[src/design/gb3_pkg.sv]
// Shared constants, codes and types of the 3x3 Gaussian blur core.
`default_nettype none

package gb3_pkg;

   // Line store and position sizing
   localparam int MAX_WIDTH   = 1024;
   localparam int WIDTH_CAP   = 1024;
   localparam int LINE_DEPTH  = (MAX_WIDTH < WIDTH_CAP) ? MAX_WIDTH : WIDTH_CAP;
   localparam int COL_BITS    = $clog2(LINE_DEPTH);
   localparam int HEIGHT_CAP  = 4096;
   localparam int ROW_BITS    = 13;
   localparam logic [ROW_BITS-1:0] ROW_LIMIT = ROW_BITS'(8191);
   localparam int LEFT_BITS   = 23;

   // Configuration field widths
   localparam int CFG_WIDTH_BITS  = 11;
   localparam int CFG_HEIGHT_BITS = 13;
   localparam int WEIGHT_BITS     = 16;

   // Datapath widths
   localparam int PIXEL_BITS  = 8;
   localparam int LINE_BITS   = 2 * PIXEL_BITS;
   localparam int WIN_SIZE    = 9;
   localparam int SUM_BITS    = PIXEL_BITS + 2;
   localparam int PROD_C_BITS = WEIGHT_BITS + PIXEL_BITS;
   localparam int PROD_S_BITS = WEIGHT_BITS + SUM_BITS;
   localparam int ACC_BITS    = WEIGHT_BITS + SUM_BITS + 2;
   localparam int SCALED_BITS = ACC_BITS - WEIGHT_BITS;
   localparam logic [ACC_BITS-1:0] ROUND_HALF = ACC_BITS'(1) << (WEIGHT_BITS - 1);
   localparam logic [PIXEL_BITS-1:0] PIXEL_MAX = '1;

   // Item kinds
   localparam logic KIND_PIXEL = 1'b0;
   localparam logic KIND_FLUSH = 1'b1;

   // Register file
   localparam int CSR_ADDR_BITS = 5;
   localparam int CSR_DATA_BITS = 32;
   localparam int REG_IDX_BITS  = 3;
   localparam logic [REG_IDX_BITS-1:0] REG_IMAGE_WIDTH   = REG_IDX_BITS'(0);
   localparam logic [REG_IDX_BITS-1:0] REG_IMAGE_HEIGHT  = REG_IDX_BITS'(1);
   localparam logic [REG_IDX_BITS-1:0] REG_CENTER_WEIGHT = REG_IDX_BITS'(2);
   localparam logic [REG_IDX_BITS-1:0] REG_EDGE_WEIGHT   = REG_IDX_BITS'(3);
   localparam logic [REG_IDX_BITS-1:0] REG_CORNER_WEIGHT = REG_IDX_BITS'(4);

   localparam logic [CFG_WIDTH_BITS-1:0]  RESET_WIDTH  = CFG_WIDTH_BITS'(512);
   localparam logic [CFG_HEIGHT_BITS-1:0] RESET_HEIGHT = CFG_HEIGHT_BITS'(512);
   localparam logic [WEIGHT_BITS-1:0]     RESET_CENTER = WEIGHT_BITS'(7836);
   localparam logic [WEIGHT_BITS-1:0]     RESET_EDGE   = WEIGHT_BITS'(7413);
   localparam logic [WEIGHT_BITS-1:0]     RESET_CORNER = WEIGHT_BITS'(7012);

   // Queues
   localparam int OPQ_DEPTH      = 4;
   localparam int OPQ_PTR_BITS   = $clog2(OPQ_DEPTH);
   localparam int OPQ_CNT_BITS   = $clog2(OPQ_DEPTH + 1);
   localparam int OUTQ_DEPTH     = 8;
   localparam int OUTQ_PTR_BITS  = $clog2(OUTQ_DEPTH);
   localparam int OUTQ_CNT_BITS  = $clog2(OUTQ_DEPTH + 1);
   localparam int INFLIGHT_BITS  = 2;

   typedef struct packed {
      logic [CFG_WIDTH_BITS-1:0]  image_width;
      logic [CFG_HEIGHT_BITS-1:0] image_height;
      logic [WEIGHT_BITS-1:0]     center_weight;
      logic [WEIGHT_BITS-1:0]     edge_weight;
      logic [WEIGHT_BITS-1:0]     corner_weight;
   } gb3_cfg_type;

   // One classified item for the back end
   typedef struct packed {
      logic [PIXEL_BITS-1:0] pixel;
      logic [COL_BITS-1:0]   col;
      logic                  col_first;
      logic                  row_ge1;
      logic                  row_ge2;
      logic                  emit;
      logic                  last;
   } gb3_op_type;

   typedef struct packed {
      logic [PIXEL_BITS-1:0] pixel;
      logic                  last;
   } gb3_result_type;

endpackage

`default_nettype wire

[src/design/gb3_out_queue.sv]
// Result queue that decouples the filter pipeline from the consumer.
`default_nettype none

module gb3_out_queue (
   input  wire logic                               clock,
   input  wire logic                               reset,
   input  wire logic                               push,
   input  wire gb3_pkg::gb3_result_type            push_data,
   input  wire logic                               pop,
   output logic                                    empty,
   output gb3_pkg::gb3_result_type                 head,
   output logic [gb3_pkg::OUTQ_CNT_BITS-1:0]       count
);

   gb3_pkg::gb3_result_type            entry_ff [gb3_pkg::OUTQ_DEPTH];
   logic [gb3_pkg::OUTQ_PTR_BITS-1:0]  wr_ptr_ff, wr_ptr_in;
   logic [gb3_pkg::OUTQ_PTR_BITS-1:0]  rd_ptr_ff, rd_ptr_in;
   logic [gb3_pkg::OUTQ_CNT_BITS-1:0]  count_ff, count_in;
   logic                               do_pop;

   assign empty  = (count_ff == '0);
   assign head   = entry_ff[rd_ptr_ff];
   assign count  = count_ff;
   assign do_pop = pop && !empty;

   // Advance pointers and count; the pipeline never pushes into a full queue
   always_comb begin
      wr_ptr_in = wr_ptr_ff;
      rd_ptr_in = rd_ptr_ff;
      count_in  = count_ff;
      if (push) begin
         wr_ptr_in = (wr_ptr_ff == gb3_pkg::OUTQ_PTR_BITS'(gb3_pkg::OUTQ_DEPTH - 1))
                     ? '0 : wr_ptr_ff + gb3_pkg::OUTQ_PTR_BITS'(1);
      end
      if (do_pop) begin
         rd_ptr_in = (rd_ptr_ff == gb3_pkg::OUTQ_PTR_BITS'(gb3_pkg::OUTQ_DEPTH - 1))
                     ? '0 : rd_ptr_ff + gb3_pkg::OUTQ_PTR_BITS'(1);
      end
      if (push && !do_pop) begin
         count_in = count_ff + gb3_pkg::OUTQ_CNT_BITS'(1);
      end else if (do_pop && !push) begin
         count_in = count_ff - gb3_pkg::OUTQ_CNT_BITS'(1);
      end
   end

   always_ff @(posedge clock) begin
      if (reset) begin
         wr_ptr_ff <= '0;
         rd_ptr_ff <= '0;
         count_ff  <= '0;
      end else begin
         wr_ptr_ff <= wr_ptr_in;
         rd_ptr_ff <= rd_ptr_in;
         count_ff  <= count_in;
      end
   end

   // Store the result
   always_ff @(posedge clock) begin
      if (push) begin
         entry_ff[wr_ptr_ff] <= push_data;
      end
   end

endmodule

`default_nettype wire

[config.mk]
export PLATFORM = sky130hd
export DESIGN_NAME = gb3_out_queue
export DESIGN_NICKNAME = d
export VERILOG_FILES = /design/src/design/gb3_pkg.sv /design/src/design/gb3_out_queue.sv
export SDC_FILE = /design/constraint.sdc
export NUM_CORES = 1
export LEC_CHECK = 0
export ABC_AREA = 1
export BUFFER_PORTS_ARGS = -buffer_cell sky130_fd_sc_hd__buf_2
export CAP_MARGIN = 40
export CORE_ASPECT_RATIO = 1.25
export CORE_MARGIN = 2
export CORE_UTILIZATION = 60
export DETAILED_ROUTE_END_ITERATION = 8
export PLACE_DENSITY = 0.76
export SLEW_MARGIN = 30
export SYNTH_ARGS = -nofsm -noshare
export SYNTH_HDL_FRONTEND = slang
export SYNTH_SLANG_ARGS = --single-unit
[constraint.sdc]
create_clock -name clock -period 5.05 [get_ports clock]
set_clock_uncertainty 0.05 [all_clocks]
set_input_delay 1.01 -clock clock [delete_from_list [all_inputs] [get_ports clock]]
set_output_delay 1.01 -clock clock [all_outputs]
set_load 0.1 [all_outputs]
Yosys cells after proc, flatten, opt, wreduce, memory -nomap -nowiden
Memories as Yosys holds them, arrays and structs flattened. A register that Yosys moved wholly into a read port is not among the register bits. Index checks and enable logic that the tools add are counted.

Bits in registers: 10. RAM bits: 72. Memories: 1. Word-level logic and storage cells: 26. Output and inout port bits: 14. Bits of input ports: 13.

Mux-type cells: 8. Reduce and logical (&&, ||, !) cells: 8. $add $sub $neg: 4. Equality and inequality tests: 2.

Memories: entry_ff (words 8, bits a word 9, rd ports 1, clocked after Yosys merged registers in 1, wr ports 1, line gb3_out_queue.sv:15) `gb3_pkg::gb3_result_type entry_ff [gb3_pkg::OUTQ_DEPTH];`.

Operators with widths (count): 3-bit 2-to-1 mux (4); 4-bit 2-to-1 mux (2); 3-bit by 1-bit adder with 3-bit output (second input constant) (2); 3-bit == test (second input constant) (2); 4-bit by 1-bit adder with 4-bit output (second input constant) (1); 4-bit zero test (1); 4-bit by 1-bit subtractor with 4-bit output (second input constant) (1); 1-bit logical AND (3); 1-bit zero test (3); 1-bit 2-to-1 mux (2); 2-bit nonzero test (1).

Depth between registers and ports, before layout
Depth after elaboration: 6. Depth in mapped cells: 13. Mapped depth without buffers: 13.

Worst setup path before layout
OpenSTA, ideal clock, no wires.

Kind: reg-to-output. Start: register count_ff, in the netlist count[0]. End: output empty. Arrival: 1.732 ns. Required time: 3.990 ns. Path buffers: 0. Slack: 2.258 ns. Stages on the path, launching flop included: 4. Path through: dfxtp_1 -> inv_1 -> nand3_1 -> inv_1.

Longest elaborated chain between the ends: 1.

Ends and longest elaborated chain: start: declaration (line gb3_out_queue.sv:18) `logic [gb3_pkg::OUTQ_CNT_BITS-1:0] count_ff, count_in;`; start signal: assignment (line gb3_out_queue.sv:54) `count_ff <= count_in;`; 4-bit zero test (line gb3_out_queue.sv:21) `assign empty = (count_ff == '0);`; end: declaration (line gb3_out_queue.sv:10) `output logic empty,`.

Every way passes these cells.

==> reports/metrics.yaml <==
status: "finished clean"
worst_slew_pin_slew_ps: 721
chipHeight_um: 90.4
hold_path.class: "reg2reg"
totalWireLength_um: 6460
netlist_instances: 333
hold_depth: 2
ys_top_cells_by_area: "edfxtp_1 60%, nor2_1 9.2%, dfxtp_1 7.3%"
finalCritPeriodShare_pct: 67.9
viasPerCell: 5.30
multi_input_area_um2: 976
max_freq_mhz: 292
fin_crit_ps: 3430
cts_max_path_buffers: 2
nets: 390
postLayoutSetupSlackWorst_ps: 1620
ir_worst_vdd_mv: 0.419
cap_violations: 0
root_buffer: "clkbuf_8"
via_count: 2328
synth_top_cell_by_area: "edfxtp_1"
drc: 0
grt_pass1_vias: 2192
antenna_found_initial: 0
area_growth_pct: 9.29
regToRegSetupSlack_ps: 2880
grt_pass1_wl_um: 10300
min_from: "rd_ptr_ff[2]"
avgSynthCellArea_um2: 10.8
gp_congestion: 0.789
rr_startpoint: "count[0]"
grt-ovfl-total: 0
syn_area_mm2: 0.00358
core_mm2: 0.00578
cts_tree: "done"
clk_latency_ps: 340
setup.worst_path.end_class: "output port"
fp.dieW_um: 73.1
critPathKind: "reg2out"
reg2reg_to: "count[3]"
io_pins: 27
cp.arrival_ps: 2370
grtUsageTotal_pct: 21.6
p_per_area_mw_per_mm2: 521
post-cts-setup-buffer-count: 0
hold_viol: 0
yosysTopAreaCellShare_pct: 60.4
yosysSeqAreaShare_pct: 67.6
fillers: 427
seq_area_mm2: 0.00242
drtAntennaViolNets: 0
syn-num-nets: 354
dp_hpwl_um: 4540
initial_core_util_pct: 62.0
relSlewSlack_pct: 51.9
h-tree-depth: 3
post-place-ws_ps: 1990
leakagePower_nw: 1.57
drt_iter0_drc: 150
setup_tns_ps: 0
yosysUniqueCellTypes: 17
reg2reg_depth: 11
drive_gt1_share_pct: 13.9
synth-seq-cells: 85
clock_sinks: 85
portBuffers: 26
core.rowCount: 31
finalSetupViolCount: 0
startpoint_type: "flip-flop"
instances_no_fill: 439
fp.dieArea_mm2: 0.00661
antenna_cells: 0
cts_resized: 0
cts_made_buffers: 9
required_ps: 3990
clk_pin_slew_ps: 70
final_max_slew_viol_count: 0
wl_per_cell_um: 14.7
ys_warn_count: 0
dp.cells: 423
ctsHoldBuffers: 0
worstPathMaxFanout: 22
rsz0062_at_grt: "no"
grt_max_degree: 37
dr.pass1.iters: 4
-- logic make-up (layout without fill, tap and decap cells) --
| family | count (synthesis) | after routing | synth area share [%] |
|---|---|---|---|
| and+or+nand+nor | 162 | 162 | 17.3 |
| DFF | 85 | 85 | 67.6 |
| AOI/OAI and AO/OA | 48 | 48 | 6.71 |
| buffers and inverters | 29 | 69 | 5.13 |
| adders and majority gates | 8 | 8 | 3.00 |
| xor gates and xnor gates | 1 | 1 | 0.245 |
-- how the worst max path moves through the flow --
| stage | slack, ps | endpoint | start |
|---|---|---|---|
| floorplan | 2260 | empty | count[0] |
| global placement | 2000 | head[2] | flip-flop |
| detailed placement | 1990 | head[2] | flip-flop |
| CTS | 1610 | head[2] | flip-flop |
| global route | 1470 | head[5] | flip-flop |
| finish | 1620 | head[2] | flip-flop |
-- flip-flops by register name, summed over array words and instances, names as in the netlist, named ones only --
name	count
rd_ptr_ff	3
entry_ff	72
wr_ptr_ff	3
count	4
-- per-stage QoR --
stage          total power [mW]  hold slack (ps)  instance area [um^2]  utilization, %
2_1_floorplan              1.57              401                  3580               -
3_3_place_gp               1.66              426                  3700            64.0
3_5_place_dp               1.67              446                  3750            64.9
4_1_cts                    2.06              457                  3910            67.6
5_1_grt                    2.16              475                  3920            67.7
6_report                   2.04              452                  3920            67.7
-- worst max-delay path, cell delays in order (launching register included) --
cell,delay [ps]
dfxtp_1,790
buf_4,350
nor2_1,70
nor2_1,100
o21ai_1,80
nand2_1,70
nand2_1,40
nand2_1,100
buf_2,430
-- layout make-up --
type | count | share of cell area (%)
clock buffer | 10 | 3.26
clock inverter | 5 | 0.735
inverter | 18 | 1.85
multi-input combinational | 219 | 24.9
sequential | 85 | 61.9
tap | 66 | 2.11
timing repair buffer | 36 | 5.24
-- metal layers --
| layer | vias up | wire (um) | global-route usage [%] |
|---|---|---|---|
| met3 | 12 | 354 | 6.58 |
| met2 | 61 | 3380 | 36.1 |
| met1 | 1068 | 2550 | 24.1 |
| met4 | 0 | 169 | 11.3 |
| met5 | - | 0 | 0 |
| li1 | 1187 | - | - |
-- cells in the mapped netlist (all sizes together) --
cell     n
fa       1
or2      1
clkinv   1
xor2     1
dfxtp   13
nor2    88
edfxtp  72
inv     17
o21ai   40
ha       7
nand3    7
a21oi    8
buf     11
nand2   66
-- where the power goes --
part	internal (mW)	switching, mW	leakage (nW)
Combinational	0.169	0.646	0.730
Sequential	0.801	0.0402	0.761
Clock	0.172	0.213	0.0756
-- placed cells by master, fill, tap and decap left out, types with 2 or more instances in the layout --
cell        count
buf_4           9
dfxtp_1        13
inv_4           2
o21ai_1        30
clkbuf_8        9
inv_1          15
a21oi_1         8
nand2_1        66
buf_2          26
nor2_1         88
clkinv_1        2
clkinvlp_4      2
edfxtp_1       72
o21ai_0        10
nand3_1         7
clkinv_2        2
ha_1            7
Note: power is estimated with default switching activity, not from simulation.
