==> src/design/gb3_pkg.sv <==
// Shared constants, codes and types of the 3x3 Gaussian blur core.
`default_nettype none

package gb3_pkg;

   // Line store and position sizing
   localparam int MAX_WIDTH   = 1024;
   localparam int WIDTH_CAP   = 1024;
   localparam int LINE_DEPTH  = (MAX_WIDTH < WIDTH_CAP) ? MAX_WIDTH : WIDTH_CAP;
   localparam int COL_BITS    = $clog2(LINE_DEPTH);
   localparam int HEIGHT_CAP  = 4096;
   localparam int ROW_BITS    = 13;
   localparam logic [ROW_BITS-1:0] ROW_LIMIT = ROW_BITS'(8191);
   localparam int LEFT_BITS   = 23;

   // Configuration field widths
   localparam int CFG_WIDTH_BITS  = 11;
   localparam int CFG_HEIGHT_BITS = 13;
   localparam int WEIGHT_BITS     = 16;

   // Datapath widths
   localparam int PIXEL_BITS  = 8;
   localparam int LINE_BITS   = 2 * PIXEL_BITS;
   localparam int WIN_SIZE    = 9;
   localparam int SUM_BITS    = PIXEL_BITS + 2;
   localparam int PROD_C_BITS = WEIGHT_BITS + PIXEL_BITS;
   localparam int PROD_S_BITS = WEIGHT_BITS + SUM_BITS;
   localparam int ACC_BITS    = WEIGHT_BITS + SUM_BITS + 2;
   localparam int SCALED_BITS = ACC_BITS - WEIGHT_BITS;
   localparam logic [ACC_BITS-1:0] ROUND_HALF = ACC_BITS'(1) << (WEIGHT_BITS - 1);
   localparam logic [PIXEL_BITS-1:0] PIXEL_MAX = '1;

   // Item kinds
   localparam logic KIND_PIXEL = 1'b0;
   localparam logic KIND_FLUSH = 1'b1;

   // Register file
   localparam int CSR_ADDR_BITS = 5;
   localparam int CSR_DATA_BITS = 32;
   localparam int REG_IDX_BITS  = 3;
   localparam logic [REG_IDX_BITS-1:0] REG_IMAGE_WIDTH   = REG_IDX_BITS'(0);
   localparam logic [REG_IDX_BITS-1:0] REG_IMAGE_HEIGHT  = REG_IDX_BITS'(1);
   localparam logic [REG_IDX_BITS-1:0] REG_CENTER_WEIGHT = REG_IDX_BITS'(2);
   localparam logic [REG_IDX_BITS-1:0] REG_EDGE_WEIGHT   = REG_IDX_BITS'(3);
   localparam logic [REG_IDX_BITS-1:0] REG_CORNER_WEIGHT = REG_IDX_BITS'(4);

   localparam logic [CFG_WIDTH_BITS-1:0]  RESET_WIDTH  = CFG_WIDTH_BITS'(512);
   localparam logic [CFG_HEIGHT_BITS-1:0] RESET_HEIGHT = CFG_HEIGHT_BITS'(512);
   localparam logic [WEIGHT_BITS-1:0]     RESET_CENTER = WEIGHT_BITS'(7836);
   localparam logic [WEIGHT_BITS-1:0]     RESET_EDGE   = WEIGHT_BITS'(7413);
   localparam logic [WEIGHT_BITS-1:0]     RESET_CORNER = WEIGHT_BITS'(7012);

   // Queues
   localparam int OPQ_DEPTH      = 4;
   localparam int OPQ_PTR_BITS   = $clog2(OPQ_DEPTH);
   localparam int OPQ_CNT_BITS   = $clog2(OPQ_DEPTH + 1);
   localparam int OUTQ_DEPTH     = 8;
   localparam int OUTQ_PTR_BITS  = $clog2(OUTQ_DEPTH);
   localparam int OUTQ_CNT_BITS  = $clog2(OUTQ_DEPTH + 1);
   localparam int INFLIGHT_BITS  = 2;

   typedef struct packed {
      logic [CFG_WIDTH_BITS-1:0]  image_width;
      logic [CFG_HEIGHT_BITS-1:0] image_height;
      logic [WEIGHT_BITS-1:0]     center_weight;
      logic [WEIGHT_BITS-1:0]     edge_weight;
      logic [WEIGHT_BITS-1:0]     corner_weight;
   } gb3_cfg_type;

   // One classified item for the back end
   typedef struct packed {
      logic [PIXEL_BITS-1:0] pixel;
      logic [COL_BITS-1:0]   col;
      logic                  col_first;
      logic                  row_ge1;
      logic                  row_ge2;
      logic                  emit;
      logic                  last;
   } gb3_op_type;

   typedef struct packed {
      logic [PIXEL_BITS-1:0] pixel;
      logic                  last;
   } gb3_result_type;

endpackage

`default_nettype wire

==> src/design/gb3_front.sv <==
// Front end: accepts items, tracks frame position and classifies each item.
`default_nettype none

module gb3_front (
   input  wire logic                          clock,
   input  wire logic                          reset,
   input  wire gb3_pkg::gb3_cfg_type          cfg,
   input  wire logic                          req_push,
   input  wire logic                          req_kind,
   input  wire logic [gb3_pkg::PIXEL_BITS-1:0] req_pixel_in,
   input  wire logic                          queue_full,
   output logic                               op_push,
   output gb3_pkg::gb3_op_type                op
);

   logic [gb3_pkg::COL_BITS-1:0]        col_ff, col_in;
   logic [gb3_pkg::ROW_BITS-1:0]        row_ff, row_in;
   logic [gb3_pkg::LEFT_BITS-1:0]       left_ff, left_in;

   logic [gb3_pkg::CFG_WIDTH_BITS-1:0]  width_eff;
   logic [gb3_pkg::CFG_HEIGHT_BITS-1:0] height_eff;
   logic [gb3_pkg::LEFT_BITS-1:0]       frame_size;
   logic                                wrap_now;
   logic [gb3_pkg::COL_BITS-1:0]        col_cur;
   logic [gb3_pkg::ROW_BITS-1:0]        row_cur;
   logic [gb3_pkg::LEFT_BITS-1:0]       left_cur;
   logic [gb3_pkg::LEFT_BITS-1:0]       left_dec;
   logic [gb3_pkg::CFG_WIDTH_BITS-1:0]  col_inc;
   logic                                emit;
   logic                                last;

   function automatic logic [gb3_pkg::ROW_BITS-1:0] row_step(
      input logic [gb3_pkg::ROW_BITS-1:0] row
   );
      return (row == gb3_pkg::ROW_LIMIT) ? row : row + gb3_pkg::ROW_BITS'(1);
   endfunction

   // Clamp frame size to the supported range
   always_comb begin
      if (cfg.image_width == '0) begin
         width_eff = gb3_pkg::CFG_WIDTH_BITS'(1);
      end else if (cfg.image_width > gb3_pkg::CFG_WIDTH_BITS'(gb3_pkg::LINE_DEPTH)) begin
         width_eff = gb3_pkg::CFG_WIDTH_BITS'(gb3_pkg::LINE_DEPTH);
      end else begin
         width_eff = cfg.image_width;
      end
      if (cfg.image_height == '0) begin
         height_eff = gb3_pkg::CFG_HEIGHT_BITS'(1);
      end else if (cfg.image_height > gb3_pkg::CFG_HEIGHT_BITS'(gb3_pkg::HEIGHT_CAP)) begin
         height_eff = gb3_pkg::CFG_HEIGHT_BITS'(gb3_pkg::HEIGHT_CAP);
      end else begin
         height_eff = cfg.image_height;
      end
   end

   assign frame_size = gb3_pkg::LEFT_BITS'(width_eff) * gb3_pkg::LEFT_BITS'(height_eff);

   // Position of this item, after a wrap left pending by a narrower width
   assign wrap_now = gb3_pkg::CFG_WIDTH_BITS'(col_ff) >= width_eff;
   assign col_cur  = wrap_now ? '0 : col_ff;
   assign row_cur  = wrap_now ? row_step(row_ff) : row_ff;
   assign left_cur = (row_cur == '0 && col_cur == '0) ? frame_size : left_ff;
   assign left_dec = left_cur - gb3_pkg::LEFT_BITS'(1);

   // Classify the item
   assign emit = ((col_cur == '0) ? (row_cur[gb3_pkg::ROW_BITS-1:1] != '0)
                                  : (row_cur != '0)) && (left_cur != '0);
   assign last = emit && (left_dec == '0);

   always_comb begin
      op.pixel     = (req_kind == gb3_pkg::KIND_FLUSH ||
                      row_cur >= gb3_pkg::ROW_BITS'(height_eff)) ? '0 : req_pixel_in;
      op.col       = col_cur;
      op.col_first = (col_cur == '0);
      op.row_ge1   = (row_cur != '0);
      op.row_ge2   = (row_cur[gb3_pkg::ROW_BITS-1:1] != '0);
      op.emit      = emit;
      op.last      = last;
   end

   assign op_push = req_push && !queue_full;

   // Advance the position; return to the frame start after the last output
   always_comb begin
      col_inc = gb3_pkg::CFG_WIDTH_BITS'(col_cur) + gb3_pkg::CFG_WIDTH_BITS'(1);
      if (col_inc >= width_eff) begin
         col_in = '0;
         row_in = row_step(row_cur);
      end else begin
         col_in = gb3_pkg::COL_BITS'(col_inc);
         row_in = row_cur;
      end
      if (last) begin
         col_in = '0;
         row_in = '0;
      end
      left_in = emit ? left_dec : left_cur;
   end

   always_ff @(posedge clock) begin
      if (reset) begin
         col_ff  <= '0;
         row_ff  <= '0;
         left_ff <= '0;
      end else if (op_push) begin
         col_ff  <= col_in;
         row_ff  <= row_in;
         left_ff <= left_in;
      end
   end

endmodule

`default_nettype wire

==> config.mk <==
export PLATFORM = sky130hd
export DESIGN_NAME = gb3_front
export DESIGN_NICKNAME = d
export VERILOG_FILES = /design/src/design/gb3_pkg.sv /design/src/design/gb3_front.sv
export SDC_FILE = /design/constraint.sdc
export NUM_CORES = 1
export LEC_CHECK = 0
export BUFFER_PORTS_ARGS = -buffer_cell sky130_fd_sc_hd__buf_2
export CELL_PAD_IN_SITES_DETAIL_PLACEMENT = 1
export CELL_PAD_IN_SITES_GLOBAL_PLACEMENT = 2
export CORE_ASPECT_RATIO = 2
export CORE_MARGIN = 3
export CORE_UTILIZATION = 33
export CTS_CLUSTER_SIZE = 28
export DETAILED_ROUTE_END_ITERATION = 6
export PLACE_DENSITY_LB_ADDON = 0.15
export SLEW_MARGIN = 20
export SYNTH_ARGS = -nofsm -noshare
export SYNTH_HDL_FRONTEND = slang
export SYNTH_SLANG_ARGS = --single-unit
==> constraint.sdc <==
create_clock -name clock -period 7.6 [get_ports clock]
set_input_delay 0 -clock clock [delete_from_list [all_inputs] [get_ports clock]]
set_output_delay 0 -clock clock [all_outputs]
set_load 0.005 [all_outputs]
---- Word-level counts from Yosys, hierarchy flattened ----
Index checks and enable logic that the tools add are counted.
operators by class
  add/subtract/negate cells ............... 4
  multipliers ............................. 1
  magnitude comparators ................... 5
  equal/unequal tests ..................... 2
  muxes and demuxes ....................... 16
  reduce and logical (&&, ||, !) cells .... 14
operators by type and width
  kind                     number
  $mux W13                 7
  $mux W23                 2
  $mux W10                 3
  $add A13 B1 Y13 const B  2
  $eq A13 B13 Y1 const B   2
  $logic_not A13 Y1        2
  $logic_not A23 Y1        1
  $mul A11 B13 Y23         1
  $reduce_bool A23 Y1      1
  $sub A23 B1 Y23 const B  1
  $mux W11                 2
  $ge A13 B13 Y1           1
  $gt A13 B13 Y1 const B   1
  $reduce_bool A13 Y1      1
  $reduce_bool A12 Y1      1
  $add A10 B1 Y11 const B  1
  $ge A10 B11 Y1           1
  $ge A11 B11 Y1           1
  $gt A11 B11 Y1 const B   1
  $logic_not A11 Y1        1
  $logic_not A10 Y1        1
  $mux W8                  1
  $logic_and A1 B1 Y1      4
  $logic_not A1 Y1         1
  other kinds (2)          2
storage, ports and cells
  register bits after elaboration ......... 46
  input bits .............................. 85
  output and inout port bits .............. 24
  word-level logic and storage cells ...... 45

---- Longest topological paths before layout ----
  word-level depth ........................ 12
  mapped depth ............................ 32
  mapped depth without buffers ............ 28

---- Worst setup path after synthesis ----
OpenSTA, ideal clock, no wires.
  path kind ............................... in2reg
  start ................................... input port cfg[60] (netlist bit)
  end ..................................... register left_ff[6] (netlist bit)
  arrival ................................. 6.993 ns
  slack ................................... 0.533 ns
  stages .................................. 28
  buffers on the path ..................... 4
  path through ............................ clkbuf_1 > inv_1 > a32oi_1 > clkbuf_1 > nor2_1 > fa_1 > inv_1 > fa_1 > fa_1 > fa_1 > fa_1 > inv_1 > ha_1 > clkbuf_1 > nand2_1 > nor2_1 > nand3_1 > a31o_1 > a311o_1 > nor4b_1 > and4bb_2 > and4_1 > or3_1 > buf_2 > nor2_1 > o21ai_1 > mux2_1 > a31oi_1
between the ends
  longest elaborated chain between the ends .. 8
  elaborated cells between the ends (all ways) .. 10
  those cells by class .................... 1 x add/sub; 1 x mul; 1 x order compare; 4 x mux; 3 x reduce/logical
RTL lines
  item                                                                     RTL line          text
  start: declaration                                                       gb3_front.sv:7    input wire gb3_pkg::gb3_cfg_type cfg,
  $gt A13 B13 Y1                                                           gb3_front.sv:49   end else if (cfg.image_height > gb3_pkg::CFG_HEIGHT_BITS'(gb3_pkg::HEIGHT_CAP)) begin
  $mux W13                                                                 gb3_front.sv:49
  $mux W13 (*)                                                             gb3_front.sv:47   if (cfg.image_height == '0) begin
  $mul A11 B13 Y23 (*)                                                     gb3_front.sv:56   assign frame_size = gb3_pkg::LEFT_BITS'(width_eff) * gb3_pkg::LEFT_BITS'(height_eff);
  $mux W23 (*)                                                             gb3_front.sv:62   assign left_cur = (row_cur == '0 && col_cur == '0) ? frame_size : left_ff;
  parallel branches: the longest is 2 deep, another holds $sub A23 B1 Y23  -
  $mux W23 (*)                                                             gb3_front.sv:97   left_in = emit ? left_dec : left_cur;
  end signal: assignment                                                   gb3_front.sv:108  left_ff <= left_in;
  end: declaration                                                         gb3_front.sv:18   logic [gb3_pkg::LEFT_BITS-1:0] left_ff, left_in;
Every way passes the cells marked *.
A chain may end at the register's enable or synchronous reset.

==> metrics.csv <==
stage,metric,value,unit
drt,remaining antenna violation count after routing,0,
drt,First-pass DRT Iterations,4,
logic_synthesis,largest family of logic cells by synthesized area,adder cells,
final_layout,non-filler instance count after layout,1810,
worst_hold_path,Hold Crit Class,in -> reg,
drt,via-per-instance ratio,5.52,
drt,Iter 0 DRT Violations,330,
final_layout,fin nets,1724,
grt,first-pass GRT wire length,61200,um
grt,initial antenna violation count,0,
critical_path,R2R setup slack,1080,ps
sta,Tcrit/Tclk final,94.8,%
logic_synthesis,Synth Area in Compound Gates,15.9,%
clock_tree,clock sink total,46,
floorplanning,Die ar.,33100,um2
logic_synthesis,Cells after Synth,1313,
logic_synthesis,syn nets,1596,
clock_tree,clk root buf,clkbuf_16,
worst_hold_path,min-delay src,reset,
logic_synthesis,Synth Area in XOR/XNOR,5.33,%
clock_tree,"Reg clk slew, reported paths",70,ps
sta,fmax,139,MHz
logic_synthesis,Mapped Area,10200,um2
worst_hold_path,worst hold path cell count,2,
logic_synthesis,count of state elements after synthesis,46,
final_layout,Area Growth Syn to Fin,16.2,%
drt,Routed WL per cell,21.7,um
pwr,peak supply drop,83.1,uV
logic_synthesis,Syn Area/Cell,7.76,um2
drt,vias,9994,
sta,Clock Skews,12.5,ps
final_layout,Final Instance Area,11800,um2
placed_design,IO buf count,60,
placed_design,placed cells,1802,
final_layout,# fillers,3778,
clock_tree,clk_lat worst skew,320,ps
logic_synthesis,"EDFF count, synth",0,
pwr,total power,0.00170,W
job,Max-Cap Viols,0,
grt,gr usage total,24.3,%
sta,max_slew headroom,49.3,%
critical_path,CP max-delay cell,fa_1,
critical_path,crit path from,cfg[56],
logic_synthesis,library cells used by synthesis,93,
logic_synthesis,fraction of the mapped netlist area in simple logic gates,26.6,%
critical_path,Worst Path Arrival,7210,ps
logic_synthesis,mux cell area share after synthesis,3.46,%
grt,total gr overflow,0,
placed_design,Placed Area,11600,um2
sta,post-route minimum period,7210,ps
grt,vias in the first global route,11000,
critical_path,crit path kind,in -> out,
logic_synthesis,synth top area cells,"fa_1, ha_1, dfxtp_1, nand2_1, inv_1",
logic_synthesis,Post-synth ARST share,0,%
critical_path,reg2reg end,row_ff[0]$_SDFFE_PP0P_,
clock_tree,TritonCTS clock tree,yes,
critical_path,CP max FO,9,
logic_synthesis,Synth Warn #,0,
placed_design,worst slack at placement,-362,ps
placed_design,Final GP Congestion,0.865,
final_layout,share of cells above drive strength 1,16.7,%
critical_path,Worst path max stage delay,570,ps
floorplanning,I/O Pins,109,
logic_synthesis,Most used DFF post-synth,dfxtp_1,
critical_path,Worst R2R Start,col_ff[8]$_SDFFE_PP0P_,
clock_tree,Longest Clk Path Bufs,2,
logic_synthesis,share of the synthesized area in the top cell type,19.1,%
drt,DRC Markers,0,
critical_path,endpoint class of the critical path,output pin,
pwr,P per Cell Area,144,nW/um2
critical_path,Critical Path Source Type,input port,
outcome,run status,"complete, no violations",
final_layout,antenna cells,0,
critical_path,most numerous cell on the critical path,buf_4,
sta,Final WS setup,395,ps
critical_path,reg2reg path depth,24,
floorplanning,Core Box Area,30300,um2
sta,RSZ-0062 raised after global routing,no,
sta,final-report hold violation count,0,
grt,largest net degree at the start of global routing,37,
placed_design,post-DP HPWL,33600,um
sta,fin. max-slew vios,0,
clock_tree,cts hold-fix bufs,0,
worst_hold_path,WHS Endpoint,left_ff[7]$_SDFFE_PP0P_,
sta,Worst Tran Pin Value,754,ps
drt,Detailed Route WL,39300,um
floorplanning,height of the die,254,um
clock_tree,H-tree depth,2,
pwr,P_leak,5.24,nW
clock_tree,CTS Buf Count,5,
logic_synthesis,Synth Area in Adders,31.5,%
logic_synthesis,largest area contributor in the synthesized netlist,fa_1,
sta,Setup-failing EPs final,0,
floorplanning,Rows,90,
logic_synthesis,post-synthesis sequential area ratio,9.04,%
floorplanning,effective utilization at floorplan,33.6,%
critical_path,CP required,7600,ps
floorplanning,Die X,130,um
## sequential cells by signal, indices dropped and copies added (netlist names)
signal   count
left_ff     23
row_ff      13
col_ff      10
## layout make-up
| class | count | area [um2] | share of cell area, % |
|---|---|---|---|
| clock inverters | 3 | 21.3 | 0.180 |
| inverters | 146 | 553 | 4.68 |
| well taps | 368 | 460 | 3.89 |
| clock buffers | 5 | 125 | 1.06 |
| multi-input cells | 1062 | 8510 | 71.9 |
| repair buffers | 180 | 1240 | 10.5 |
| flip-flops and latches | 46 | 921 | 7.79 |
## critical path: cells and delay by family
kind | cells | cell delay (ps)
AOI/OAI and AO/OA | 4 | 510
xor gates and xnor gates | 1 | 260
adders and majority gates | 6 | 2860
buffers and inverters | 11 | 1460
muxes | 1 | 270
and+or+nand+nor | 8 | 1850
## cell usage in the layout, fill, tap and decap left out, types with 6 or more instances in the layout
master and instances:
a211oi_1 13, a21o_1 16, a21oi_1 54, a22o_1 20
a31oi_1 19, and2_1 10, and3_1 13, buf_2 60
buf_4 117, clkinv_1 7, dfxtp_1 46, fa_1 97
ha_1 101, inv_1 137, mux2i_1 25, nand2_1 171
nand2b_1 10, nand3_1 33, nand3b_1 7, nand4_1 14
nand4b_1 6, nor2_1 126, nor2b_1 36, nor3_1 21
nor4_1 16, o211ai_1 6, o21a_1 8, o21ai_0 40
o21ai_1 8, o31ai_1 7, or3_1 18, or4_1 11
xnor2_1 38, xor2_1 23
## worst max-delay path by stage
stage | to | cells past startpoint
final | op[0] | 31
after global routing | left_ff[10]$_SDFFE_PP0P_ | 33
after CTS | op[0] | 30
after detailed placement | row_ff[8]$_SDFFE_PP0P_ | 29
after global placement | row_ff[12]$_SDFFE_PP0P_ | 29
after floorplan | left_ff[6]$_SDFFE_PP0P_ | 28
## power breakdown
group	switching [W]	leakage (nW)	internal [W]
combinational	0.000702	4.80	0.000475
sequential	0.0000234	0.373	0.000253
clock	0.000124	0.0698	0.000123
## Yosys cell counts (8+ instances only)
library cell    n
nor4_1         17
ha_1          101
fa_1           97
a21oi_1        55
and3_1         13
nor3_1         23
clkbuf_1       45
o21ai_0        40
xnor2_1        38
and2_1         10
nor2_1        126
nand4_1        14
mux2i_1        26
xor2_1         24
nand2_1       171
nand3_1        33
nand2b_1       10
a211oi_1       13
a21o_1         16
inv_1         137
o21ai_1         8
nor2b_1        36
a22o_1         20
or4_1          11
dfxtp_1        46
a31oi_1        19
o21a_1          8
or3_1          18
## stage by stage
stage	hold WS (ps)	setup TNS, ps	util (%)
after floorplan	117	0	-
after global placement	286	-3130	38.3
after detailed placement	290	-7860	38.3
after CTS	163	0	38.8
after global routing	183	0	39.1
final	148	0	39.1
## per-layer routing
metal  up-vias  GRT usage (%)  share of wire (%)
met5         -              0                  0
met4         0           10.4                4.6
met3        86           2.10                2.0
met2       171           50.5                 59
met1      4995           23.0                 34
li1       4742              -                  -
## kinds of logic (layout without fill, tap and decap cells)
| logic type | count (synthesis) | count (layout) |
|---|---|---|
| buf+inv | 205 | 334 |
| fa+ha+maj | 198 | 198 |
| compound gates | 237 | 237 |
| simple gates | 531 | 531 |
| xor+xnor | 62 | 62 |
| mux | 34 | 34 |
| flops | 46 | 46 |
## timing repair
item	in CTS	in global routing
setup buffers	0	0
pin swaps	0	0
endpoints found under the hold margin	0	0
gates resized for setup	2	12
endpoints found under the setup margin	8	22
Power figures use the tool's default switching activity.
