## src/design/gb3_pkg.sv

```systemverilog
// Shared constants, codes and types of the 3x3 Gaussian blur core.
`default_nettype none

package gb3_pkg;

   // Line store and position sizing
   localparam int MAX_WIDTH   = 1024;
   localparam int WIDTH_CAP   = 1024;
   localparam int LINE_DEPTH  = (MAX_WIDTH < WIDTH_CAP) ? MAX_WIDTH : WIDTH_CAP;
   localparam int COL_BITS    = $clog2(LINE_DEPTH);
   localparam int HEIGHT_CAP  = 4096;
   localparam int ROW_BITS    = 13;
   localparam logic [ROW_BITS-1:0] ROW_LIMIT = ROW_BITS'(8191);
   localparam int LEFT_BITS   = 23;

   // Configuration field widths
   localparam int CFG_WIDTH_BITS  = 11;
   localparam int CFG_HEIGHT_BITS = 13;
   localparam int WEIGHT_BITS     = 16;

   // Datapath widths
   localparam int PIXEL_BITS  = 8;
   localparam int LINE_BITS   = 2 * PIXEL_BITS;
   localparam int WIN_SIZE    = 9;
   localparam int SUM_BITS    = PIXEL_BITS + 2;
   localparam int PROD_C_BITS = WEIGHT_BITS + PIXEL_BITS;
   localparam int PROD_S_BITS = WEIGHT_BITS + SUM_BITS;
   localparam int ACC_BITS    = WEIGHT_BITS + SUM_BITS + 2;
   localparam int SCALED_BITS = ACC_BITS - WEIGHT_BITS;
   localparam logic [ACC_BITS-1:0] ROUND_HALF = ACC_BITS'(1) << (WEIGHT_BITS - 1);
   localparam logic [PIXEL_BITS-1:0] PIXEL_MAX = '1;

   // Item kinds
   localparam logic KIND_PIXEL = 1'b0;
   localparam logic KIND_FLUSH = 1'b1;

   // Register file
   localparam int CSR_ADDR_BITS = 5;
   localparam int CSR_DATA_BITS = 32;
   localparam int REG_IDX_BITS  = 3;
   localparam logic [REG_IDX_BITS-1:0] REG_IMAGE_WIDTH   = REG_IDX_BITS'(0);
   localparam logic [REG_IDX_BITS-1:0] REG_IMAGE_HEIGHT  = REG_IDX_BITS'(1);
   localparam logic [REG_IDX_BITS-1:0] REG_CENTER_WEIGHT = REG_IDX_BITS'(2);
   localparam logic [REG_IDX_BITS-1:0] REG_EDGE_WEIGHT   = REG_IDX_BITS'(3);
   localparam logic [REG_IDX_BITS-1:0] REG_CORNER_WEIGHT = REG_IDX_BITS'(4);

   localparam logic [CFG_WIDTH_BITS-1:0]  RESET_WIDTH  = CFG_WIDTH_BITS'(512);
   localparam logic [CFG_HEIGHT_BITS-1:0] RESET_HEIGHT = CFG_HEIGHT_BITS'(512);
   localparam logic [WEIGHT_BITS-1:0]     RESET_CENTER = WEIGHT_BITS'(7836);
   localparam logic [WEIGHT_BITS-1:0]     RESET_EDGE   = WEIGHT_BITS'(7413);
   localparam logic [WEIGHT_BITS-1:0]     RESET_CORNER = WEIGHT_BITS'(7012);

   // Queues
   localparam int OPQ_DEPTH      = 4;
   localparam int OPQ_PTR_BITS   = $clog2(OPQ_DEPTH);
   localparam int OPQ_CNT_BITS   = $clog2(OPQ_DEPTH + 1);
   localparam int OUTQ_DEPTH     = 8;
   localparam int OUTQ_PTR_BITS  = $clog2(OUTQ_DEPTH);
   localparam int OUTQ_CNT_BITS  = $clog2(OUTQ_DEPTH + 1);
   localparam int INFLIGHT_BITS  = 2;

   typedef struct packed {
      logic [CFG_WIDTH_BITS-1:0]  image_width;
      logic [CFG_HEIGHT_BITS-1:0] image_height;
      logic [WEIGHT_BITS-1:0]     center_weight;
      logic [WEIGHT_BITS-1:0]     edge_weight;
      logic [WEIGHT_BITS-1:0]     corner_weight;
   } gb3_cfg_type;

   // One classified item for the back end
   typedef struct packed {
      logic [PIXEL_BITS-1:0] pixel;
      logic [COL_BITS-1:0]   col;
      logic                  col_first;
      logic                  row_ge1;
      logic                  row_ge2;
      logic                  emit;
      logic                  last;
   } gb3_op_type;

   typedef struct packed {
      logic [PIXEL_BITS-1:0] pixel;
      logic                  last;
   } gb3_result_type;

endpackage

`default_nettype wire

```

## src/design/gb3_op_queue.sv

```systemverilog
// Short queue of classified items between the front and back ends.
`default_nettype none

module gb3_op_queue (
   input  wire logic                 clock,
   input  wire logic                 reset,
   input  wire logic                 push,
   input  wire gb3_pkg::gb3_op_type  push_data,
   input  wire logic                 pop,
   output logic                      full,
   output logic                      empty,
   output gb3_pkg::gb3_op_type       head
);

   gb3_pkg::gb3_op_type               entry_ff [gb3_pkg::OPQ_DEPTH];
   logic [gb3_pkg::OPQ_PTR_BITS-1:0]  wr_ptr_ff, wr_ptr_in;
   logic [gb3_pkg::OPQ_PTR_BITS-1:0]  rd_ptr_ff, rd_ptr_in;
   logic [gb3_pkg::OPQ_CNT_BITS-1:0]  count_ff, count_in;
   logic                              do_push;
   logic                              do_pop;

   assign full    = (count_ff == gb3_pkg::OPQ_CNT_BITS'(gb3_pkg::OPQ_DEPTH));
   assign empty   = (count_ff == '0);
   assign head    = entry_ff[rd_ptr_ff];
   assign do_push = push && !full;
   assign do_pop  = pop && !empty;

   // Advance pointers and count
   always_comb begin
      wr_ptr_in = wr_ptr_ff;
      rd_ptr_in = rd_ptr_ff;
      count_in  = count_ff;
      if (do_push) begin
         wr_ptr_in = (wr_ptr_ff == gb3_pkg::OPQ_PTR_BITS'(gb3_pkg::OPQ_DEPTH - 1))
                     ? '0 : wr_ptr_ff + gb3_pkg::OPQ_PTR_BITS'(1);
      end
      if (do_pop) begin
         rd_ptr_in = (rd_ptr_ff == gb3_pkg::OPQ_PTR_BITS'(gb3_pkg::OPQ_DEPTH - 1))
                     ? '0 : rd_ptr_ff + gb3_pkg::OPQ_PTR_BITS'(1);
      end
      if (do_push && !do_pop) begin
         count_in = count_ff + gb3_pkg::OPQ_CNT_BITS'(1);
      end else if (do_pop && !do_push) begin
         count_in = count_ff - gb3_pkg::OPQ_CNT_BITS'(1);
      end
   end

   always_ff @(posedge clock) begin
      if (reset) begin
         wr_ptr_ff <= '0;
         rd_ptr_ff <= '0;
         count_ff  <= '0;
      end else begin
         wr_ptr_ff <= wr_ptr_in;
         rd_ptr_ff <= rd_ptr_in;
         count_ff  <= count_in;
      end
   end

   // Store the entry
   always_ff @(posedge clock) begin
      if (do_push) begin
         entry_ff[wr_ptr_ff] <= push_data;
      end
   end

endmodule

`default_nettype wire

```

## config.mk

```make
export PLATFORM = sky130hd
export DESIGN_NAME = gb3_op_queue
export DESIGN_NICKNAME = d
export VERILOG_FILES = /design/src/design/gb3_pkg.sv /design/src/design/gb3_op_queue.sv
export SDC_FILE = /design/constraint.sdc
export NUM_CORES = 1
export LEC_CHECK = 0
export BUFFER_PORTS_ARGS = -buffer_cell sky130_fd_sc_hd__clkbuf_2
export CELL_PAD_IN_SITES_DETAIL_PLACEMENT = 1
export CELL_PAD_IN_SITES_GLOBAL_PLACEMENT = 2
export CORE_UTILIZATION = 43
export DETAILED_ROUTE_END_ITERATION = 6
export HOLD_SLACK_MARGIN = 0.05
export PLACE_DENSITY = 0.75
export SLEW_MARGIN = 20
export SYNTH_ARGS = -nofsm -noshare
export SYNTH_HDL_FRONTEND = slang
export SYNTH_SLANG_ARGS = --single-unit
export TNS_END_PERCENT = 10
```

## constraint.sdc

```tcl
create_clock -name clock -period 2.9 [get_ports clock]
set_clock_uncertainty 0.05 [all_clocks]
set_input_delay 0.58 -clock clock [delete_from_list [all_inputs] [get_ports clock]]
set_output_delay 0.58 -clock clock [all_outputs]
set_load 0.01 [all_outputs]
```

; Word-level counts from Yosys, hierarchy flattened
; Memory sizes are Yosys's and may differ from the RTL's. A register that Yosys moved wholly into a read port is not among the register bits.
; Cells that the tools add are included.
[totals]
ff_bits = 7
ramBits = 92
input_bits = 27
out_inout_bits = 25
wordCells = 29
n_memories = 1
[memory_table]
columns = name, depth, word_bits, rd, rd_clocked_by_memory_dff, wr, line
row1 = entry_ff, 4, 23, 1, 1, 1, gb3_op_queue.sv:15  ; gb3_pkg::gb3_op_type entry_ff [gb3_pkg::OPQ_DEPTH];
[classes]
n_addsub = 4
n_eq_ne = 3
n_mux = 8
reduce_logical = 10
[ops]
columns = cell, n
row1 = $mux W2, 4
row2 = $mux W3, 2
row3 = $add A2 B1 Y2 const B, 2
row4 = $eq A2 B2 Y1 const B, 2
row5 = $logic_and A1 B1 Y1, 4
row6 = $logic_not A1 Y1, 4
row7 = $add A3 B1 Y3 const B, 1
row8 = $eq A3 B3 Y1 const B, 1
row9 = $logic_not A3 Y1, 1
row10 = $sub A3 B1 Y3 const B, 1
row11 = $mux W1, 2
row12 = $reduce_bool A2 Y1, 1

; Logic depth before layout (Yosys ltp)
; Gate-level depths: netlist of run 1.
[logic_depth]
ltp_word = 7
depth_mapped = 10
ltp_nobuf = 9

; Worst setup path after synthesis of run 1
; OpenSTA, ideal clock, no wires.
[synth_path]
path_kind = register to register
start = reg count_ff[0] in the netlist's numbering
end = reg count_ff[2] in the netlist's numbering
arrival_time_ps = 2103
required_ps = 2780
slack_ps = 676
path_stages_with_launch = 11
path_cell_list = dfxtp_1 > or3b_1 > buf_6 > clkinv_4 > nor2_2 > ha_1 > inv_1 > fa_1 > xor2_1 > or3_2 > a21oi_1
[synth_between]
elab_chain_cells = 6
elab_cells_between_ends = 15
[synth_rtl]
columns = element, line
row1 = "start, declared", gb3_op_queue.sv:18  ; logic [gb3_pkg::OPQ_CNT_BITS-1:0] count_ff, count_in;
row2 = "start signal, assigned", gb3_op_queue.sv:56  ; count_ff <= count_in;
row3 = $eq A3 B3 Y1 (*), gb3_op_queue.sv:22  ; assign full = (count_ff == gb3_pkg::OPQ_CNT_BITS'(gb3_pkg::OPQ_DEPTH));
row4 = net full, gb3_op_queue.sv:10  ; output logic full,
row5 = $logic_not A1 Y1 (*), gb3_op_queue.sv:25  ; assign do_push = push && !full;
row6 = $logic_and A1 B1 Y1 (*), gb3_op_queue.sv:25
row7 = net do_push, gb3_op_queue.sv:19  ; logic do_push;
row8 = $logic_not A1 Y1, gb3_op_queue.sv:43  ; end else if (do_pop && !do_push) begin
row9 = $logic_and A1 B1 Y1, gb3_op_queue.sv:43
row10 = $reduce_bool A2 Y1 (no line), n/a
; The timed path passes the listed nets; every way through them passes the cells marked *. The select of a mux whose other input is x is not followed.
; A chain may end at the register's enable or synchronous reset.

; Worst setup path after layout of run 1
[layout_path]
start = reg count_ff[0] in the netlist's numbering
end = reg count_ff[2] in the netlist's numbering
[layout_between]
elab_chain_cells = 6
elab_cells_between_ends = 15
[layout_rtl]
columns = element, line
row1 = $eq A3 B3 Y1 (*), gb3_op_queue.sv:22
row2 = $logic_not A1 Y1 (*), gb3_op_queue.sv:25
row3 = $logic_and A1 B1 Y1 (*), gb3_op_queue.sv:25
row4 = net do_push, gb3_op_queue.sv:19
row5 = $logic_not A1 Y1, gb3_op_queue.sv:43
row6 = $logic_and A1 B1 Y1, gb3_op_queue.sv:43
row7 = $reduce_bool A2 Y1 (no line), n/a
; Marks and branches as above.

==> results of run 1 <==
synthesized netlist by cell type:
cell type,n,share of area
nor2_1,3,0.0030
or3b_1,1,0.0023
o21ai_1,1,0.0013
mux2i_1,2,0.0053
o31ai_2,2,0.0066
edfxtp_1,92,0.73
ha_1,6,0.020
nand2_1,1,0.00099
buf_1,2,0.0020
xor2_1,2,0.0046
nand3_1,2,0.0026
dfxtp_1,9,0.047
or3_2,1,0.0020
nor3_1,2,0.0026
clkinv_4,1,0.0023
or3_1,1,0.0016
and3_2,4,0.0079
inv_1,4,0.0039
buf_4,2,0.0039
a21oi_1,3,0.0039
buf_2,1,0.0013
mux4_2,23,0.14
clkbuf_1,1,0.00099
nor2_2,1,0.0016
buf_6,1,0.0030
o21ai_0,1,0.0013
fa_1,1,0.0053
cell families after synthesis:
family | count (synthesis) | synth area share
flops | 101 | 0.7737
mux | 25 | 0.1414
simple gates | 16 | 0.02467
buf+inv | 12 | 0.01743
compound gates | 7 | 0.01315
fa+ha+maj | 7 | 0.02500
xor+xnor | 2 | 0.004606
per-stage QoR:
| step | instances | hold WS (ns) | setup WS (ns) | power, mW |
|---|---|---|---|---|
| CTS | 337 | 0.3797 | 0.4210 | 3.551 |
| finish | 337 | 0.3948 | 0.4724 | 3.489 |
| detailed placement | 321 | 0.4499 | 0.4565 | 2.722 |
| global route | 337 | 0.3779 | 0.2931 | 3.675 |
| floorplan | 170 | 0.4134 | 0.6765 | 2.420 |
| global placement | 321 | 0.4379 | 0.5532 | 2.704 |
sequential cells by signal, summed over array words and instances (netlist names), named ones only:
register	cells
rd_ptr_ff	2
wr_ptr_ff	2
count_ff	3
entry_ff	92
power breakdown:
group / switching [mW] / internal, mW
clock: 0.438 / 0.389
combinational: 0.412 / 0.403
sequential: 0.0821 / 1.76
worst max path at each step:
stage / to / slack (ns) / cells past startpoint
after global routing: count_ff[2] / 0.29 / 9
after global placement: count_ff[2] / 0.55 / 9
after detailed placement: count_ff[2] / 0.46 / 9
final: count_ff[2] / 0.47 / 9
after CTS: head[12] / 0.42 / 3
after floorplan: count_ff[2] / 0.68 / 10
layer usage:
| layer | track usage | vias up | wire length (um) |
|---|---|---|---|
| met3 | 0.04423 | 8 | 231 |
| met4 | 0.05597 | 0 | 67 |
| met2 | 0.2595 | 34 | 3301 |
| met1 | 0.1869 | 904 | 2726 |
| met5 | 0 | - | 0 |
| li1 | - | 806 | - |
final cells by class:
cell class / instances / area [um^2]
Fill cell: 782 / 4024
Sequential cell: 101 / 2944
Multi-Input combinational cell: 57 / 794.5
Timing Repair Buffer: 53 / 282.8
Tap cell: 105 / 131.4
Clock buffer: 10 / 127.6
Clock inverter: 6 / 53.80
Inverter: 5 / 23.77
critical path, cell delays in order, from the launching register on:
cell      delay [ns]
dfxtp_1         0.45
or3b_1          0.31
clkinv_4        0.09
nor2_2          0.13
ha_1            0.20
inv_1           0.06
fa_1            0.38
xor2_1          0.16
or3_2           0.40
a21oi_1         0.14
==> results_dict.tcl, run 1 <==
set metrics [dict create \
    synth-seq-area-share 0.7737 \
    cap_violations 0 \
    r2r-end "count_ff[2]" \
    final_nets 261 \
    crit_type "flop to flop" \
    layout_common_cells "edfxtp_1 (92), clkbuf_2 (51), mux4_2 (23)" \
    period_minus_slack_ns 2.428 \
    cts_root_buf "clkbuf_8" \
    rsz0062_at_grt "no" \
    num_antenna_cells 0 \
    drv_slew 0 \
    synth_cells 170 \
    placed_cell_area_um2 4177 \
    syn_to_final_growth_pct 14.57 \
    clkLatencyLatePin_ns 0.35 \
    start_util 0.4538 \
    drt_iter0_drc 53 \
    gp_congestion 0.7313 \
    postRouteWirelength_um 6326 \
    fin_setup_tns_ns 0 \
    final_common_cell "edfxtp_1" \
    cts-hold-fix-buffers 0 \
    synth_nets 204 \
    grt_pass1_wl_um 9860 \
    powerDensity_nw_per_um2 800.5 \
    hp-class "input pin to flop" \
    tightestPinTransition_ns 0.6475 \
    core_um2 8382 \
    syn_area_um2 3804 \
    postLayoutCellArea_um2 4358 \
    synth_cell_types 27 \
    antenna_found_initial 0 \
    grt_pass1_vias 1873 \
    cp-start-kind "flop" \
    holdPathStages 1 \
    io_pins 52 \
    die_x_um 96.05 \
    critPathRequiredTime_ns 3.14 \
    ys_seq_elements 101 \
    die_h_um 96.05 \
    r2r-start "count_ff[0]" \
    drcViolationCount 0 \
    gr-usage-all-layers 0.1533 \
    cts_resized 0 \
    clock_sinks 101 \
    ys_warn_count 0 \
    clk_pin_slew_ns 0.09 \
    max_slew_margin 0.5683 \
    vdd_drop_max_v 0.0003429 \
    status "finished, final reports clean" \
    avgSynthCellArea_um2 22.37 \
    hold_viol 0 \
    crit_arrival_ns 2.66 \
    htree_levels 3 \
    wl_per_cell_um 18.77 \
    setup_violations 0 \
    cts_tree "yes" \
    vias 1752 \
    ctsLongestPathBuffers 2 \
    grt_max_degree 24 \
    worstHoldEndpoint "entry_ff[3][11]" \
    r2r_slack_ns 0.47 \
    grt-ovfl-total 0 \
    fin_crit_sh 0.8371 \
    p_leak_nw 1.505 \
    die-area_um2 9226 \
    fmax_mhz 411.9 \
    hold_start "push_data[11]" \
    worstPathMaxFanout 7 \
    crit_path_start "count_ff[0]" \
    num_rows 33 \
    critPathCaptureType "flop" \
    fin_util 0.5199 \
    ant_nets 0 \
    dpl.hpwl_um 3924 \
    first_pass_iters 4 \
    worst-r2r-cell-count 9 \
    cts-buffers-inserted 9 \
    drive_gt1_frac 0.4224 \
    port_buffers 51 \
    cts_setup_buffers 0 \
    via_per_inst 5.199 \
]
(Power assumes the default switching activity.)
==> run 2, diff against run 1 <==
Clock period 2.9 ns to 2.4 ns, I/O delays scaled along.
==> run 2 against run 1 <==
Against the previous run: non-clock buffer count up 5; die area unchanged; flip-flop and latch count unchanged; critical path type unchanged; sequential share of layout area down 1.2 points; sequential power grew 21%; total power rose by 26%; utilization grew 1.0 points; largest cell class unchanged; largest power group unchanged.
==> results_dict.tcl, run 2 (synthesis results as in run 1) <==
set metrics [dict create \
    rsz0062_at_grt "no" \
    critPathRequiredTime_ns 2.63 \
    r2r_slack_ns 0.12 \
    drcViolationCount 0 \
    postRouteWirelength_um 6179 \
    grt-ovfl-total 0 \
    clock_sinks 101 \
    clkLatencyLatePin_ns 0.35 \
    drv_slew 0 \
    setup_violations 0 \
    cts_resized 0 \
    drive_gt1_frac 0.4599 \
    dpl.hpwl_um 3826 \
    die_x_um 96.05 \
    port_buffers 51 \
    cts_setup_buffers 0 \
    crit_arrival_ns 2.51 \
    final_common_cell "edfxtp_1" \
    cts-hold-fix-buffers 0 \
    num_rows 33 \
    syn_to_final_growth_pct 16.78 \
    final_nets 266 \
    final_cells 342 \
    r2r-end "count_ff[2]" \
    p_leak_nw 1.553 \
    hold_viol 0 \
    powerDensity_nw_per_um2 986.7 \
    largest_reg_flops 92 \
    gp_congestion 0.7202 \
    worst_hold_slack_ns 0.2947 \
    start_util 0.4538 \
    grt_pass1_vias 1818 \
    fin_crit_sh 0.9507 \
    crit_family "simple AND/OR/NAND/NOR gates" \
    max_slew_margin 0.7618 \
    hp-class "input pin to flop" \
    cts_root_buf "clkbuf_8" \
    vias 1750 \
    fin_setup_tns_ns 0 \
    fmax_mhz 438.3 \
    die-area_um2 9226 \
    htree_levels 3 \
    critPathCaptureType "flop" \
    first_pass_iters 4 \
    layout_common_cells "edfxtp_1 (92), clkbuf_2 (51), mux4_2 (23)" \
    via_per_inst 5.117 \
    r2r-start "count_ff[2]" \
    io_pins 52 \
    cp-start-kind "flop" \
    top_register "entry_ff" \
    wl_per_cell_um 18.07 \
    path_buf_inv 2 \
    path_cells "or3b_4 > clkinv_4 > nor2_2 > ha_1 > inv_1 > fa_1 > xor2_1 > or3_2 > a21oi_1" \
    cap_violations 0 \
    core_um2 8382 \
    reg_top3 "entry_ff (92), count_ff (3)" \
    gr-usage-all-layers 0.1469 \
    worstPathMaxFanout 5 \
    ctsLongestPathBuffers 2 \
    num_antenna_cells 0 \
    cts-buffers-inserted 9 \
    grt_max_degree 24 \
    worst-r2r-cell-count 9 \
    cts_tree "yes" \
    period_minus_slack_ns 2.282 \
    clk_pin_slew_ns 0.09 \
    antenna_found_initial 0 \
    max_stage_delay_ns 0.40 \
    crit_type "flop to flop" \
    ant_nets 0 \
    fillers 771 \
    drt_iter0_drc 58 \
    grt_pass1_wl_um 9384 \
    vdd_drop_max_v 0.0004463 \
    slowest_stage "or3_2" \
    status "finished, final reports clean" \
    critical_path.endpoint "count_ff[2]" \
    placed_cells 326 \
    tightestPinTransition_ns 0.3573 \
    die_h_um 96.05 \
    critical_path_cell_count 9 \
    crit_path_start "count_ff[2]" \
]
-- run 2: changes by cell type in the layout (fill, tap and decap cells not counted) --
cell,before,now
buf_4,1,6
bufinv_16,1,2
clkbuf_1,1,0
clkinv_1,3,1
clkinv_2,1,2
clkinv_4,1,2
dfxtp_1,8,6
dfxtp_2,1,3
o31ai_2,2,1
o31ai_4,0,1
or3b_1,1,0
or3b_4,0,1
-- run 2: worst min path at each step --
stage	to	cells after the start	startpoint	slack (ns)
final	entry_ff[0][8]	1	push_data[8]	0.29
after global routing	entry_ff[2][2]	1	push_data[2]	0.27
after CTS	entry_ff[1][20]	1	push_data[20]	0.28
after detailed placement	flop	2	rd_ptr_ff[0]	0.45
after global placement	flop	2	rd_ptr_ff[0]	0.43
after floorplan	flop	2	rd_ptr_ff[0]	0.41
-- run 2: worst reg2reg max path, cell delays in order, from the launching register on --
cell      delay (ns)
dfxtp_1         0.36
or3b_4          0.28
clkinv_4        0.05
nor2_2          0.13
ha_1            0.21
inv_1           0.06
fa_1            0.37
xor2_1          0.16
or3_2           0.40
a21oi_1         0.14
-- run 2: power by group --
part           switching [mW]  total (mW)  internal [mW]
sequential             0.0921        2.23           2.13
clock                   0.550        1.13          0.582
combinational           0.512        1.03          0.513
-- run 2: final cells by class --
cell class | instances | area (um^2) | area share
well taps | 105 | 131.4 | 0.02958
clock inverters | 7 | 90.09 | 0.02028
multi-input cells | 57 | 805.8 | 0.1814
repair buffers | 58 | 320.3 | 0.07211
flip-flops and latches | 101 | 2947 | 0.6634
clock buffers | 9 | 123.9 | 0.02789
inverters | 5 | 23.77 | 0.005352
-- run 2: metrics by stage --
step / power [mW] / util / setup slack (ns) / area [um^2]
global placement: 3.285 / 0.5028 / 0.1240 / 4214
floorplan: 2.924 / - / 0.1765 / 3804
global route: 4.600 / 0.5299 / 0.01013 / 4442
CTS: 4.429 / 0.5283 / 0.03578 / 4428
detailed placement: 3.298 / 0.5028 / 0.06093 / 4214
finish: 4.383 / 0.5299 / 0.1183 / 4442
-- run 2: routing by layer --
| metal | track usage | part of all wire |
|---|---|---|
| met5 | 0 | 0 |
| met1 | 0.1811 | 0.44 |
| met2 | 0.2429 | 0.51 |
| met4 | 0.07463 | 0.015 |
| met3 | 0.03397 | 0.036 |
==> run 3, diff against run 2 <==
Clock period 2.4 ns to 2.6 ns, I/O delays scaled along.
==> run 3 against run 2 <==
Against the previous run: hold slack improved by 0.028 ns; final cell count decreased by 1.5%; first-iteration DRC count decreased by 19%; critical path depth decreased by 6; via count decreased by 0.17%; flip-flop and latch count unchanged; worst setup slack improved by 0.15 ns; die area unchanged; non-clock buffer count decreased by 5; clock power decreased by 14%.
==> results_dict.tcl, run 3 (synthesis results as in run 1) <==
set metrics [dict create \
    status "finished, final reports clean" \
    fin_crit_sh 0.8981 \
    ant_nets 0 \
    start_util 0.4538 \
    powerDensity_nw_per_um2 902.9 \
    core_um2 8382 \
    cap_violations 0 \
    clkLatencyLatePin_ns 0.36 \
    dpl.hpwl_um 4158 \
    max_slew_margin 0.5774 \
    reg_top3 "entry_ff (92), count_ff (3)" \
    grt_pass1_wl_um 10050 \
    cts_root_buf "clkbuf_8" \
    r2r-start "count_ff[0]" \
    cts_tree "yes" \
    gr-usage-all-layers 0.1606 \
    clk_pin_slew_ns 0.10 \
    placed_cell_area_um2 4177 \
    largest_reg_flops 92 \
    tightestPinTransition_ns 0.6338 \
    postLayoutCellArea_um2 4377 \
    period_minus_slack_ns 2.335 \
    cts-hold-fix-buffers 0 \
    cts-buffers-inserted 9 \
    final_nets 261 \
    postRouteWirelength_um 6474 \
    comb_power_share 0.232 \
    rsz0062_at_grt "no" \
    worstPathMaxFanout 18 \
    worst-r2r-cell-count 9 \
    pwr-share-clk 0.247 \
    dpl_worst_slack_ns 0.1911 \
    grt-ovfl-total 0 \
    die-area_um2 9226 \
    swShare 0.2733 \
    vdd_drop_max_v 0.0003677 \
    vias 1747 \
    r2r-end "count_ff[2]" \
    drt_iter0_drc 47 \
    num_antenna_cells 0 \
    worstHoldEndpoint "entry_ff[0][11]" \
    crit_type "flop to primary output" \
    seq_power_share 0.521 \
    grt_pass1_vias 1874 \
    fmax_mhz 428.3 \
    fin_util 0.5222 \
    holdPathStages 1 \
    fillers 774 \
    drcViolationCount 0 \
    num_rows 33 \
    critPathCaptureType "primary output" \
    layout_common_cells "edfxtp_1 (92), clkbuf_2 (51), mux4_2 (23)" \
    hold_start "push_data[11]" \
    htree_levels 3 \
    hp-class "input pin to flop" \
    first_pass_iters 4 \
    die_x_um 96.05 \
    critPathRequiredTime_ns 2.03 \
    io_pins 52 \
    gp_congestion 0.7404 \
    clock_sinks 101 \
    p_leak_nw 1.520 \
    final_common_cell "edfxtp_1" \
    switchingPower_mw 1.080 \
    worst_hold_slack_ns 0.3223 \
    setup_violations 0 \
    ctsLongestPathBuffers 2 \
    drive_gt1_frac 0.4397 \
    hold_viol 0 \
    cp-start-kind "flop" \
    top_register "entry_ff" \
    via_per_inst 5.184 \
    intPower_mw 2.872 \
    antenna_found_initial 0 \
    drv_slew 0 \
    wl_per_cell_um 19.21 \
    grt_max_degree 24 \
    die_h_um 96.05 \
    port_buffers 51 \
    fin_setup_tns_ns 0 \
    r2r_slack_ns 0.27 \
    crit_arrival_ns 1.76 \
    syn_to_final_growth_pct 15.07 \
    setup_slack_ns 0.2651 \
]
-- run 3: cell count changes in the layout (fill, tap and decap cells not counted), moves of 2 or more --
cell and delta:
buf_4 -5, dfxtp_1 +2, dfxtp_2 -2, inv_6 +2
-- run 3: worst max path at each step --
stage / endpoint / depth (start not counted) / slack, ns
2_1_floorplan: count_ff[2] / 10 / 0.38
3_3_place_gp: count_ff[2] / 9 / 0.26
3_5_place_dp: count_ff[2] / 9 / 0.19
4_1_cts: count_ff[2] / 9 / 0.13
5_1_grt: count_ff[2] / 9 / 0.11
6_report: head[6] / 3 / 0.27
-- run 3: layout make-up --
class	instances	area, um^2	share of cell area
Sequential cell	101	2944	0.6727
Multi-Input combinational cell	57	797.0	0.1821
Timing Repair Buffer	53	282.8	0.06461
Tap cell	105	131.4	0.03002
Clock buffer	9	123.9	0.02830
Clock inverter	7	73.82	0.01687
Inverter	5	23.77	0.005432
-- run 3: power by group through the flow --
stage               logic [mW]  clock network, mW  registers [mW]
floorplan                0.648                  0            2.05
global placement         0.929                  0            2.09
detailed placement       0.936                  0            2.10
CTS                      0.942               1.00            2.06
global route              1.03               1.07            2.08
finish                   0.917              0.976            2.06
-- run 3: through the flow --
step	instances	total power [mW]
after floorplan	170	2.699
after global placement	321	3.018
after detailed placement	321	3.037
after CTS	337	4.010
after global routing	337	4.176
final	337	3.952
-- run 3: timing repair --
| item | CTS | global route |
|---|---|---|
| buffers inserted | 0 | 0 |
| endpoints found under the setup margin | 0 | 1 |
| hold endpoints to repair | 0 | 0 |
| gates resized for setup | 0 | 1 |
-- run 3: layer usage --
metal / track usage / vias up / share of wire / wire length, um
met4: 0.07463 / 0 / 0.020 / 128
met3: 0.04739 / 10 / 0.043 / 280
met5: 0 / - / 0 / 0
met1: 0.1897 / 887 / 0.42 / 2741
li1: - / 810 / - / -
met2: 0.2701 / 40 / 0.51 / 3323
-- run 3: critical path: stages, from the launching register on --
cell and delay, ns:
dfxtp_2 0.48, buf_12 0.24, mux4_2 0.53, clkbuf_2 0.15
